### src/rtl/rsmd_pkg.sv
// Shared types and constants for the relabelled state mismatch distance block.
// Holds the controller state encoding and the command/status bundles.
// Depends on nothing.
package rsmd_pkg;

	localparam int FRAC_W = 16;
	localparam int DIST_W = 17;

	typedef enum logic [1:0] {
		ST_RUN,
		ST_LOAD,
		ST_DIV,
		ST_FINISH
	} state_t;

	typedef struct packed {
		logic accept;
		logic load;
		logic step;
		logic finish;
	} cmd_t;

	typedef struct packed {
		logic div_last;
		logic out_free;
	} stat_t;

endpackage

### src/rtl/relabelled_state_mismatch_distance.sv
// Mismatch distance between two relabelled state sequences: one pair word is
// taken per clock while a sequence streams in. After the word marked last is
// taken, in_ready stays low through the load, divide and finish states while a
// bit-serial restoring divider forms the Q1.16 fraction, one quotient bit per
// cycle; the result word then sits in an output register, and the next sequence
// is taken while it waits to be read. If the result word of the previous
// sequence has still not been read when the divider ends, in_ready stays low
// until that word is taken.
// Depends on rsmd_pkg, rsmd_ctrl and rsmd_datapath.
module relabelled_state_mismatch_distance
	import rsmd_pkg::*;
#(
	parameter int MAX_STATES = 32,
	parameter int MAX_LENGTH = 4096,
	localparam int CW = $clog2(MAX_LENGTH + 1)
) (
	input  logic              clk,
	input  logic              arst_n,
	input  logic              in_valid,
	output logic              in_ready,
	input  logic [7:0]        state_a,
	input  logic              missing_a,
	input  logic [7:0]        state_b,
	input  logic              missing_b,
	input  logic              last,
	output logic              out_valid,
	input  logic              out_ready,
	output logic [DIST_W-1:0] distance,
	output logic              undefined,
	output logic              overflow,
	output logic [CW-1:0]     kept_pairs
);

	cmd_t  cmd;
	stat_t stat;

	rsmd_ctrl u_ctrl (
		.clk      (clk),
		.arst_n   (arst_n),
		.in_valid (in_valid),
		.last     (last),
		.stat     (stat),
		.in_ready (in_ready),
		.cmd      (cmd)
	);

	rsmd_datapath #(
		.MAX_STATES (MAX_STATES),
		.MAX_LENGTH (MAX_LENGTH)
	) u_datapath (
		.clk        (clk),
		.arst_n     (arst_n),
		.cmd        (cmd),
		.stat       (stat),
		.state_a    (state_a),
		.missing_a  (missing_a),
		.state_b    (state_b),
		.missing_b  (missing_b),
		.out_ready  (out_ready),
		.out_valid  (out_valid),
		.distance   (distance),
		.undefined  (undefined),
		.overflow   (overflow),
		.kept_pairs (kept_pairs)
	);

endmodule

### src/rtl/rsmd_table.sv
// First-appearance match table for one side of the pair stream.
// Fully parallel compare against the filled entries; no package dependencies.
module rsmd_table #(
	parameter int MAX_STATES = 32,
	localparam int LW = $clog2(MAX_STATES + 1),
	localparam int IW = (MAX_STATES > 1) ? $clog2(MAX_STATES) : 1
) (
	input  logic          clk,
	input  logic          arst_n,
	input  logic          en,
	input  logic          clr,
	input  logic [7:0]    code,
	output logic [LW-1:0] label,
	output logic          full_miss
);

	logic [7:0]            entries [MAX_STATES];
	logic [LW-1:0]         fill_q;
	logic [MAX_STATES-1:0] hit_vec;
	logic [LW-1:0]         hit_label;
	logic                  hit;
	logic                  full;

	always_comb begin
		hit_label = '0;
		for (int i = 0; i < MAX_STATES; i++) begin
			hit_vec[i] = (LW'(i) < fill_q) && (entries[i] == code);
			if (hit_vec[i]) begin
				hit_label = hit_label | LW'(i);
			end
		end
	end

	assign hit  = |hit_vec;
	assign full = (fill_q == LW'(MAX_STATES));
	// When the table is full the fill count equals the shared overflow label.
	assign label     = hit ? hit_label : fill_q;
	assign full_miss = en && !hit && full;

	always_ff @(posedge clk or negedge arst_n) begin
		if (!arst_n) begin
			fill_q <= '0;
		end else if (clr) begin
			fill_q <= '0;
		end else if (en && !hit && !full) begin
			fill_q <= fill_q + LW'(1);
		end
	end

	always_ff @(posedge clk) begin
		if (en && !hit && !full) begin
			entries[fill_q[IW-1:0]] <= code;
		end
	end

endmodule

### src/rtl/rsmd_ctrl.sv
// Controller state machine: pair intake, divider sequencing and result hand-off.
// Depends on rsmd_pkg for the state, command and status types.
module rsmd_ctrl
	import rsmd_pkg::*;
(
	input  logic  clk,
	input  logic  arst_n,
	input  logic  in_valid,
	input  logic  last,
	input  stat_t stat,
	output logic  in_ready,
	output cmd_t  cmd
);

	state_t state_q;
	state_t state_d;

	always_comb begin
		state_d = state_q;
		unique case (state_q)
			ST_RUN: begin
				if (in_valid && last) begin
					state_d = ST_LOAD;
				end
			end
			ST_LOAD: state_d = ST_DIV;
			ST_DIV: begin
				if (stat.div_last) begin
					state_d = ST_FINISH;
				end
			end
			ST_FINISH: begin
				if (stat.out_free) begin
					state_d = ST_RUN;
				end
			end
			default: state_d = ST_RUN;
		endcase
	end

	always_comb begin
		in_ready   = 1'b0;
		cmd        = '0;
		unique case (state_q)
			ST_RUN: begin
				in_ready   = 1'b1;
				cmd.accept = in_valid;
			end
			ST_LOAD:   cmd.load   = 1'b1;
			ST_DIV:    cmd.step   = 1'b1;
			ST_FINISH: cmd.finish = stat.out_free;
			default: begin
				in_ready = 1'b0;
			end
		endcase
	end

	always_ff @(posedge clk or negedge arst_n) begin
		if (!arst_n) begin
			state_q <= ST_RUN;
		end else begin
			state_q <= state_d;
		end
	end

endmodule

### src/rtl/rsmd_datapath.sv
// Datapath: two match tables, pair and mismatch counters, a restoring divider
// and the output register. Depends on rsmd_pkg and rsmd_table.
module rsmd_datapath
	import rsmd_pkg::*;
#(
	parameter int MAX_STATES = 32,
	parameter int MAX_LENGTH = 4096,
	localparam int CW = $clog2(MAX_LENGTH + 1),
	localparam int LW = $clog2(MAX_STATES + 1),
	localparam int NW = CW + FRAC_W,
	localparam int SW = $clog2(NW + 1)
) (
	input  logic              clk,
	input  logic              arst_n,
	input  cmd_t              cmd,
	output stat_t             stat,
	input  logic [7:0]        state_a,
	input  logic              missing_a,
	input  logic [7:0]        state_b,
	input  logic              missing_b,
	input  logic              out_ready,
	output logic              out_valid,
	output logic [DIST_W-1:0] distance,
	output logic              undefined,
	output logic              overflow,
	output logic [CW-1:0]     kept_pairs
);

	logic [CW-1:0] pair_q;
	logic [CW-1:0] mismatch_q;
	logic          ovf_q;
	logic          keep;
	logic [LW-1:0] label_a;
	logic [LW-1:0] label_b;
	logic          miss_a;
	logic          miss_b;

	logic [CW-1:0] rem_q;
	logic [NW-1:0] nq_q;
	logic [SW-1:0] step_q;
	logic [CW:0]   trial;
	logic          ge;

	logic          out_valid_q;
	logic [DIST_W-1:0] distance_q;
	logic          undefined_q;
	logic          overflow_q;
	logic [CW-1:0] kept_q;

	// Once the length limit is hit a pair touches neither table nor counters.
	assign keep = cmd.accept && !missing_a && !missing_b && (pair_q < CW'(MAX_LENGTH));

	rsmd_table #(.MAX_STATES(MAX_STATES)) u_table_a (
		.clk       (clk),
		.arst_n    (arst_n),
		.en        (keep),
		.clr       (cmd.finish),
		.code      (state_a),
		.label     (label_a),
		.full_miss (miss_a)
	);

	rsmd_table #(.MAX_STATES(MAX_STATES)) u_table_b (
		.clk       (clk),
		.arst_n    (arst_n),
		.en        (keep),
		.clr       (cmd.finish),
		.code      (state_b),
		.label     (label_b),
		.full_miss (miss_b)
	);

	always_ff @(posedge clk or negedge arst_n) begin
		if (!arst_n) begin
			pair_q     <= '0;
			mismatch_q <= '0;
			ovf_q      <= 1'b0;
		end else if (cmd.finish) begin
			pair_q     <= '0;
			mismatch_q <= '0;
			ovf_q      <= 1'b0;
		end else if (keep) begin
			pair_q <= pair_q + CW'(1);
			if (label_a != label_b) begin
				mismatch_q <= mismatch_q + CW'(1);
			end
			if (miss_a || miss_b) begin
				ovf_q <= 1'b1;
			end
		end
	end

	// One quotient bit per cycle; the numerator carries a half divisor for rounding.
	assign trial = {rem_q, nq_q[NW-1]};
	assign ge    = (trial >= {1'b0, pair_q});

	always_ff @(posedge clk) begin
		if (cmd.load) begin
			rem_q <= '0;
			nq_q  <= NW'({mismatch_q, FRAC_W'(0)}) + NW'(pair_q >> 1);
		end else if (cmd.step) begin
			rem_q <= ge ? CW'(trial - {1'b0, pair_q}) : trial[CW-1:0];
			nq_q  <= {nq_q[NW-2:0], ge};
		end
	end

	always_ff @(posedge clk or negedge arst_n) begin
		if (!arst_n) begin
			step_q <= '0;
		end else if (cmd.load) begin
			step_q <= SW'(NW);
		end else if (cmd.step) begin
			step_q <= step_q - SW'(1);
		end
	end

	assign stat.div_last = (step_q == SW'(1));
	assign stat.out_free = !out_valid_q || out_ready;

	always_ff @(posedge clk or negedge arst_n) begin
		if (!arst_n) begin
			out_valid_q <= 1'b0;
		end else if (cmd.finish) begin
			out_valid_q <= 1'b1;
		end else if (out_ready) begin
			out_valid_q <= 1'b0;
		end
	end

	always_ff @(posedge clk) begin
		if (cmd.finish) begin
			undefined_q <= (pair_q == '0);
			distance_q  <= (pair_q == '0) ? '0 : nq_q[DIST_W-1:0];
			overflow_q  <= ovf_q;
			kept_q      <= pair_q;
		end
	end

	assign out_valid  = out_valid_q;
	assign distance   = distance_q;
	assign undefined  = undefined_q;
	assign overflow   = overflow_q;
	assign kept_pairs = kept_q;

`ifndef ASSERT_OFF
	a_mismatch_bound: assert property (@(posedge clk) disable iff (!arst_n)
		mismatch_q <= pair_q)
		else $error("mismatch count exceeds pair count");

	a_length_bound: assert property (@(posedge clk) disable iff (!arst_n)
		pair_q <= CW'(MAX_LENGTH))
		else $error("pair count beyond length limit");

	a_finish_clears: assert property (@(posedge clk) disable iff (!arst_n)
		cmd.finish |=> (out_valid_q && pair_q == '0 && mismatch_q == '0 && !ovf_q))
		else $error("sequence state not cleared after result");

	a_no_keep_while_div: assert property (@(posedge clk) disable iff (!arst_n)
		(cmd.load || cmd.step || cmd.finish) |-> !keep)
		else $error("pair kept while divider busy");
`endif

endmodule

### config.mk
export PLATFORM = sky130hd
export DESIGN_NAME = relabelled_state_mismatch_distance
export DESIGN_NICKNAME = d
export VERILOG_FILES = /design/src/rtl/rsmd_pkg.sv /design/src/rtl/relabelled_state_mismatch_distance.sv /design/src/rtl/rsmd_table.sv /design/src/rtl/rsmd_ctrl.sv /design/src/rtl/rsmd_datapath.sv
export SDC_FILE = /design/constraint.sdc
export NUM_CORES = 1
export LEC_CHECK = 0
export ABC_AREA = 1
export BUFFER_PORTS_ARGS = -buffer_cell sky130_fd_sc_hd__buf_2
export CAP_MARGIN = 20
export CORE_ASPECT_RATIO = 1.4
export CORE_UTILIZATION = 27
export CTS_CLUSTER_SIZE = 12
export DETAILED_ROUTE_END_ITERATION = 10
export SYNTH_ARGS = -nofsm -noshare
export SYNTH_HDL_FRONTEND = slang
export SYNTH_HIERARCHICAL = 1
export SYNTH_SLANG_ARGS = --single-unit
### constraint.sdc
create_clock -name clk -period 4.1 [get_ports clk]
set_input_delay 1.025 -clock clk [delete_from_list [all_inputs] [get_ports clk]]
set_output_delay 1.025 -clock clk [all_outputs]
set_load 0.005 [all_outputs]
==> metrics.md, run 1 <==
| Metric | Value |
|---|---|
| Status | finished clean |
| Setup TNS after final layout | 0 ns |
| Synth top area share | 0.535 |
| Fin nets | 3517 |
| Vias in the first global route | 21800 |
| Row count | 149 |
| Post-synth top cells | nand2_1, edfxtp_1, inv_1 |
| Ys Warns | 6 |
| Syn Nets | 3319 |
| Hold Path Class | primary input to async pin |
| Die Height | 411 µm |
| Vias per inst | 4.35 |
| Global-route wire length before repair | 127000 µm |
| Largest net degree at the start of global routing | 51 |
| Root buf cell | clkbuf_16 |
| Most common cell in the netlist | nand2_1 |
| Reg2Reg Setup Slack | 0.28 ns |
| Die area | 0.121 mm² |
| Sequential Area | 0.0186 mm² |
| Routed wire per std cell | 16.1 µm |
| Number of synthesized flops with an enable pin | 573 |
| Number of antenna violations at the first check in global routing | 1 |
| Total Routed Length | 82000 µm |
| Area of the core | 0.118 mm² |
| Filler cells | 12000 |
| Final setup violating endpoints | 0 |
| Synth area leader | edfxtp_1 |
| Die width | 294 µm |
| Port-buffer cells | 56 |
| Main flop type after synthesis | edfxtp_1 |
| Tot GR Track Use | 0.136 |
| Critical path arrival | 4.33 ns |
| CP required | 4.60 ns |
| Setup Skew | 0.0406 ns |
| Starting Density | 0.273 |
| Clock Path Buffers | 3 |
| Crit path launch type | flip-flop |
| Hold_ws | 0.207 ns |
| Maximum clock frequency | 0.261 GHz |
| CTS clock-pin slew for the worst setup and hold paths | 0.06 ns |
| Leakage | 0.0150 µW |
| Mean Syn Cell Area | 9.87 µm² |
| Pre-antenna DRT Iters | 5 |
| Post-layout min period | 3.82 ns |
| GPL Wtd Cong | 0.913 |
| Synth area leaders | edfxtp_1, nand2_1, xnor2_1 |
| Clock insertion delay at the later pin of the skew report | 0.65 ns |
| Critical path class | flip-flop to flip-flop |
| Hpwl dp | 57300 µm |
| Max-slew violations | 0 |
| Synthesized flop and latch total | 633 |
| Layout area overhead | 16.4% |
| Sink Count | 633 |
| Cts hold-fix bufs | 0 |
| RSZ-0062 raised after global routing | false |
| CP endpoint kind | flip-flop |
| Via count | 22200 |
| Synth async-reset ratio | 0.0742 |
| Cell Area, Placed | 0.0354 mm² |
| Final period utilization | 0.933 |
| Total global routing overflow | 0 |
| TritonCTS clock tree | done |
| Post-route design area | 0.0375 mm² |
| Initial DRC Count | 1530 |
| Post-synthesis cell area | 0.0322 mm² |
| Final hold viol count | 0 |
| Max FO, Critical Path | 9 |
| Max cap viols | 0 |
| H-tree Lvls | 3 |
| Netlist cell types | 55 |
| Drc violations | 0 |
| TritonCTS Buffers | 67 |
| Fraction of layout cells with a size suffix above 1 | 0.134 |
| Tightest Pin Transition | 0.885 ns |
| Worst vdd ir | 362 µV |
| IO Count | 57 |
| Syn Inst Count | 3262 |
| P per Cell Area | 466 mW/mm² |
| Sequential area share after synthesis | 0.579 |
| Worst rel slew slack | 0.407 |
| Multi-input gate area | 0.0113 mm² |
| Core occupancy in the finished layout | 0.318 |
| Remaining antenna violation count | 0 |
[final cells by class]
cell class,instances,share of cell area
Sequential cell,633,0.498
Timing Repair Buffer,240,0.0554
Clock buffer,94,0.0488
Clock inverter,19,0.00608
Multi-Input combinational cell,2146,0.302
Tap cell,1585,0.0529
Antenna cell,1,0.0000668
Inverter,372,0.0373
[metal layers]
layer | GRT usage | routed length (µm) | part of all wire | vias up
met4 | 0.0650 | 3640 | 0.044 | 0
met3 | 0.0196 | 3280 | 0.040 | 165
met1 | 0.154 | 32100 | 0.39 | 10600
met2 | 0.248 | 43000 | 0.52 | 496
li1 | - | - | - | 10900
met5 | 0 | 0 | 0 | -
[path summary, 6_finish.rpt]
check,startpoint,endpoint,cells after the start
worst max-delay path,u_datapath/u_table_a/fill_q[5]$_DFFE_PN0P_,u_datapath/mismatch_q[0]$_DFFE_PN0P_,22
worst min-delay path,arst_n,u_datapath/pair_q[8]$_DFFE_PN0P_,1
worst max register to register,u_datapath/u_table_a/fill_q[5]$_DFFE_PN0P_,u_datapath/mismatch_q[0]$_DFFE_PN0P_,22
worst min register to register,u_datapath/ovf_q$_DFFE_PN0P_,u_datapath/overflow$_DFFE_PP_,0
max in group asynchronous,arst_n,u_datapath/u_table_a/fill_q[4]$_DFFE_PN0P_,2
min in group clk,u_datapath/ovf_q$_DFFE_PN0P_,u_datapath/overflow$_DFFE_PP_,0
[state kept, by name (all words and copies together) (netlist names)]
| signal | cells |
|---|---|
| u_datapath/ovf_q | 1 |
| u_datapath/out_valid | 1 |
| u_datapath/nq_q | 29 |
| u_datapath/kept_pairs | 13 |
| u_datapath/u_table_a/fill_q | 6 |
| u_datapath/mismatch_q | 13 |
| u_datapath/rem_q | 13 |
| u_datapath/u_table_b/fill_q | 6 |
| u_datapath/u_table_b/entries | 256 |
| u_datapath/distance | 17 |
| u_datapath/pair_q | 13 |
| u_datapath/overflow | 1 |
| u_ctrl/state_q | 2 |
| u_datapath/undefined | 1 |
| u_datapath/u_table_a/entries | 256 |
| u_datapath/step_q | 5 |
[report_power, final]
| group | switching [µW] | internal [µW] |
|---|---|---|
| Sequential | 213 | 7580 |
| Clock | 2590 | 3280 |
| Combinational | 2590 | 1200 |
| Total | 5390 | 12100 |
[worst max-delay path, cell delays in order (launching register included)]
cell and delay, ns:
dfrtp_1 0.57, nor2_8 0.29, inv_1 0.19, nand2_1 0.34, nor2_1 0.07, nand3_1 0.24
nand2_1 0.20, nor2_1 0.22, nand2_1 0.12, nor2_2 0.11, nand2_1 0.08, inv_1 0.09
nand2_1 0.06, nand4_1 0.16, inv_1 0.08, or2_2 0.27, nand3_1 0.07, nor3_1 0.05
nand2_1 0.08, nand2_2 0.07, buf_4 0.16, nand2_1 0.05, o21ai_0 0.09
[logic make-up (layout without fill, tap and decap cells)]
kind of cell / Yosys count / in the layout / synth area share
AO/OA/AOI/OAI: 109 / 109 / 0.0183
XOR/XNOR: 353 / 353 / 0.0960
adder cells (fa/ha/maj): 34 / 34 / 0.0134
buffers and inverters: 483 / 725 / 0.0695
flip-flops: 633 / 633 / 0.579
other: 0 / 1 / 0
AND/OR/NAND/NOR: 1650 / 1650 / 0.224
[what timing repair did]
action	in CTS	in global routing
setup endpoints to repair	0	13
setup buffers	0	0
resized for setup	0	5
[metrics by stage]
stage | setup WS [ns] | std cells | power [µW]
final | 0.275 | 5090 | 17400
after global routing | 0.0569 | 5090 | 18300
after CTS | 0.0915 | 5089 | 17600
after detailed placement | -0.107 | 4976 | 11700
after global placement | -0.00980 | 4976 | 11700
after floorplan | 0.707 | 3262 | 10500
[cells in the final DEF (no fill, tap or decap), drive strengths merged, types with 64 or more instances in the layout]
master,count
nand3,155
nor3,77
inv,369
edfxtp,573
nor2,328
nand4,64
clkbuf,94
buf,240
xnor2,294
nand2,1003
o21ai,73
Note: power is estimated with default switching activity, not from simulation.
==> inputs of run 2 (changes only) <==
ABC_AREA = not set   (was 1)
==> run 2 against run 1 <==
Net effect: worst setup slack lost 0.21 ns; synthesized area shrank 8.3%; cell count shrank 20%; power shrank 3.5%; clock power shrank 1%; maximum frequency shrank 5.3%; non-clock buffer count grew 248; wire length shrank 11%; sequential share of layout area is essentially flat; global-route usage shrank 0.24 points; final area is essentially flat; largest power group unchanged.
==> metrics.md, run 2 <==
| Metric | Value |
|---|---|
| Fin nets | 2616 (was 3517) |
| Die Height | 393 µm (was 411 µm) |
| Psw | 4580 µW (was 5390 µW) |
| Die area | 0.111 mm² (was 0.121 mm²) |
| Tot GR Track Use | 0.134 (was 0.136) |
| Clock insertion delay at the later pin of the skew report | 0.64 ns (was 0.65 ns) |
| Synth top area share | 0.583 (was 0.535) |
| Max-slew violations | 0 (unchanged) |
| Netlist cell types | 83 (was 55) |
| Most common cell in the netlist | edfxtp_1 (was nand2_1) |
| Tightest Pin Transition | 0.795 ns (was 0.885 ns) |
| Post-route design area | 0.0375 mm² (about the same) |
| Ys Warns | 6 (unchanged) |
| Worst rel slew slack | 0.467 (was 0.407) |
| CP required | 4.59 ns (was 4.60 ns) |
| Pre-antenna DRT Iters | 7 (was 5) |
| Leakage | 0.0128 µW (was 0.0150 µW) |
| Reg2Reg Setup Slack | 0.06 ns (was 0.28 ns) |
| Setup Skew | 0.0255 ns (was 0.0406 ns) |
| Vias in the first global route | 18800 (was 21800) |
| Filler cells | 10600 (was 12000) |
| Routed wire per std cell | 17.9 µm (was 16.1 µm) |
| Hold_ws | 0.362 ns (was 0.207 ns) |
| H-tree Lvls | 3 (unchanged) |
| Switching Fraction | 0.272 (was 0.309) |
| Vias per inst | 4.49 (was 4.35) |
| Most frequent cells in the layout | edfxtp_1, xnor2_1, buf_4, xor2_1, nand4_1 (was nand2_1, edfxtp_1, inv_1, nor2_1, xnor2_1) |
| Number of synthesized flops with an enable pin | 573 (unchanged) |
| CTS clock-pin slew for the worst setup and hold paths | 0.06 ns (about the same) |
| Drc violations | 0 (unchanged) |
| Largest net degree at the start of global routing | 46 (was 51) |
| Number of antenna violations at the first check in global routing | 0 (was 1) |
| CP endpoint kind | flip-flop (unchanged) |
| Worst vdd ir | 330 µV (was 362 µV) |
| Global-route wire length before repair | 113000 µm (was 127000 µm) |
| Clock share of power | 0.344 (was 0.336) |
| Synthesized flop and latch total | 633 (unchanged) |
| Starting Density | 0.272 (was 0.273) |
| Cts hold-fix bufs | 0 (unchanged) |
| Final std cells w/o fill | 4055 (was 5090) |
| Sequential area share after synthesis | 0.631 (was 0.579) |
| Root buf cell | clkbuf_16 (unchanged) |
| Max cap viols | 0 (unchanged) |
| Comb pwr share | 0.192 (was 0.217) |
| Initial DRC Count | 1091 (was 1530) |
| Final period utilization | 0.985 (was 0.933) |
| Synth async-reset ratio | 0.0742 (unchanged) |
| Die width | 281 µm (was 294 µm) |
| TritonCTS Buffers | 67 (unchanged) |
| Mean Syn Cell Area | 13.9 µm² (was 9.87 µm²) |
| Crit path launch type | primary input (was flip-flop) |
| Remaining antenna violation count | 0 (unchanged) |
| Port-buffer cells | 56 (unchanged) |
| TritonCTS clock tree | done (unchanged) |
| Row count | 143 (was 149) |
| Max FO, Critical Path | 10 (was 9) |
| Leading cell type in the layout, fill and taps excluded | edfxtp_1 (was nand2_1) |
| Synth area leader | edfxtp_1 (unchanged) |
| Post-synth top cells | edfxtp_1, xnor2_1, xor2_1 (was nand2_1, edfxtp_1, inv_1) |
| Final hold viol count | 0 (unchanged) |
| Via count | 18200 (was 22200) |
| Clock Path Buffers | 3 (unchanged) |
| RSZ-0062 raised after global routing | true (was false) |
| Fraction of layout cells with a size suffix above 1 | 0.281 (was 0.134) |
| Cell Area, Placed | 0.0349 mm² (was 0.0354 mm²) |
| P per Cell Area | 449 mW/mm² (was 466 mW/mm²) |
| Final setup violating endpoints | 0 (unchanged) |
| Status | finished clean (unchanged) |
| GPL Wtd Cong | 0.893 (was 0.913) |
| Layout area overhead | 26.9% (was 16.4%) |
| Placed insts | 3937 (was 4976) |
| Pre-CTS setup slack | -0.905 ns (was -0.107 ns) |
| Synth area leaders | edfxtp_1, xnor2_1, xor2_1 (was edfxtp_1, nand2_1, xnor2_1) |
| Maximum clock frequency | 0.248 GHz (was 0.261 GHz) |
| Critical path class | primary input to flip-flop (was flip-flop to flip-flop) |
| Total global routing overflow | 0 (unchanged) |
| Post-synthesis cell area | 0.0295 mm² (was 0.0322 mm²) |
| Hpwl dp | 52200 µm (was 57300 µm) |
| Total Routed Length | 72700 µm (was 82000 µm) |
| Syn Inst Count | 2121 (was 3262) |
| Critical path arrival | 4.53 ns (was 4.33 ns) |
| Hold Path Class | primary input to async pin (unchanged) |
| Syn Nets | 2178 (was 3319) |
| IO Count | 57 (unchanged) |
| Worst setup margin | 0.0605 ns (was 0.275 ns) |
| Main flop type after synthesis | edfxtp_1 (unchanged) |
| Post-layout min period | 4.04 ns (was 3.82 ns) |
| Sequential Power Share | 0.463 (was 0.447) |
| Area of the core | 0.108 mm² (was 0.118 mm²) |
| P_int | 12300 µW (was 12100 µW) |
| Sink Count | 633 (unchanged) |
-- run 2: final timing paths --
| kind | from | end | cells after the start |
|---|---|---|---|
| max | state_b[3] | u_datapath/mismatch_q[4]$_DFFE_PN0P_ | 17 |
| min in group clk | u_datapath/ovf_q$_DFFE_PN0P_ | u_datapath/overflow$_DFFE_PP_ | 0 |
| max in group asynchronous | arst_n | u_datapath/u_table_b/fill_q[4]$_DFFE_PN0P_ | 2 |
| min | arst_n | u_datapath/pair_q[10]$_DFFE_PN0P_ | 1 |
| max reg2reg | u_datapath/u_table_b/fill_q[3]$_DFFE_PN0P_ | u_datapath/mismatch_q[4]$_DFFE_PN0P_ | 16 |
| min reg2reg | u_datapath/ovf_q$_DFFE_PN0P_ | u_datapath/overflow$_DFFE_PP_ | 0 |
-- run 2: cell type report --
class	count	area (µm²)	share of cell area
Clock buffer	97	1900	0.0508
Antenna cell	1	2.50	0.0000668
Inverter	40	150	0.00401
Tap cell	1450	1810	0.0484
Multi-Input combinational cell	1329	10400	0.279
Clock inverter	17	141	0.00377
Sequential cell	633	18700	0.498
Timing Repair Buffer	488	4360	0.116
-- run 2: routing by layer --
layer  vias to the layer above  GRT usage  share of wire
met5                         -          0              0
met2                       329      0.242           0.53
li1                       8653          -              -
met1                      9092      0.157           0.41
met3                       120     0.0189          0.034
met4                         0     0.0523          0.032
-- run 2: cells by family after synthesis --
family / share of synthesized area
AO/OA/AOI/OAI: 0.0383
buffers and inverters: 0.0354
XOR/XNOR: 0.163
adder cells (fa/ha/maj): 0.0147
flip-flops: 0.631
multiplexers: 0.0120
AND/OR/NAND/NOR: 0.105
-- run 2: power groups by stage --
stage | Combinational (µW) | Sequential (µW) | Clock (µW)
5_1_grt | 3570 | 7850 | 6190
6_report | 3240 | 7800 | 5790
3_5_place_dp | 3200 | 7940 | 0
2_1_floorplan | 2120 | 7870 | 0
4_1_cts | 3230 | 7810 | 5980
3_3_place_gp | 3150 | 7940 | 0
-- run 2: critical path, stage by stage --
cell and delay (ns):
buf_4 0.19, buf_12 0.17, xor2_1 0.20, nor4_1 0.08, and3_4 0.19, or4_4 0.54
buf_4 0.16, or4_4 0.52, o211ai_1 0.19, buf_4 0.14, xnor2_1 0.10, nand4_1 0.12
o31a_4 0.35, buf_4 0.16, o2111ai_2 0.16, xor2_1 0.17, nor2_1 0.05
-- run 2: repair_timing --
item | CTS | global route
endpoints found under the setup margin | 13 | 13
buffers inserted | 2 | 1
pin swaps | 9 | 12
gates resized for setup | 30 | 73
-- run 2: through the flow --
step           setup TNS, ns  total power [µW]   util
6_report                   0             16800  0.345
5_1_grt               -0.569             17600  0.345
4_1_cts                    0             17000  0.342
3_5_place_dp         -160.84             11100  0.322
3_3_place_gp         -161.22             11100  0.322
2_1_floorplan         -14.13              9990      -
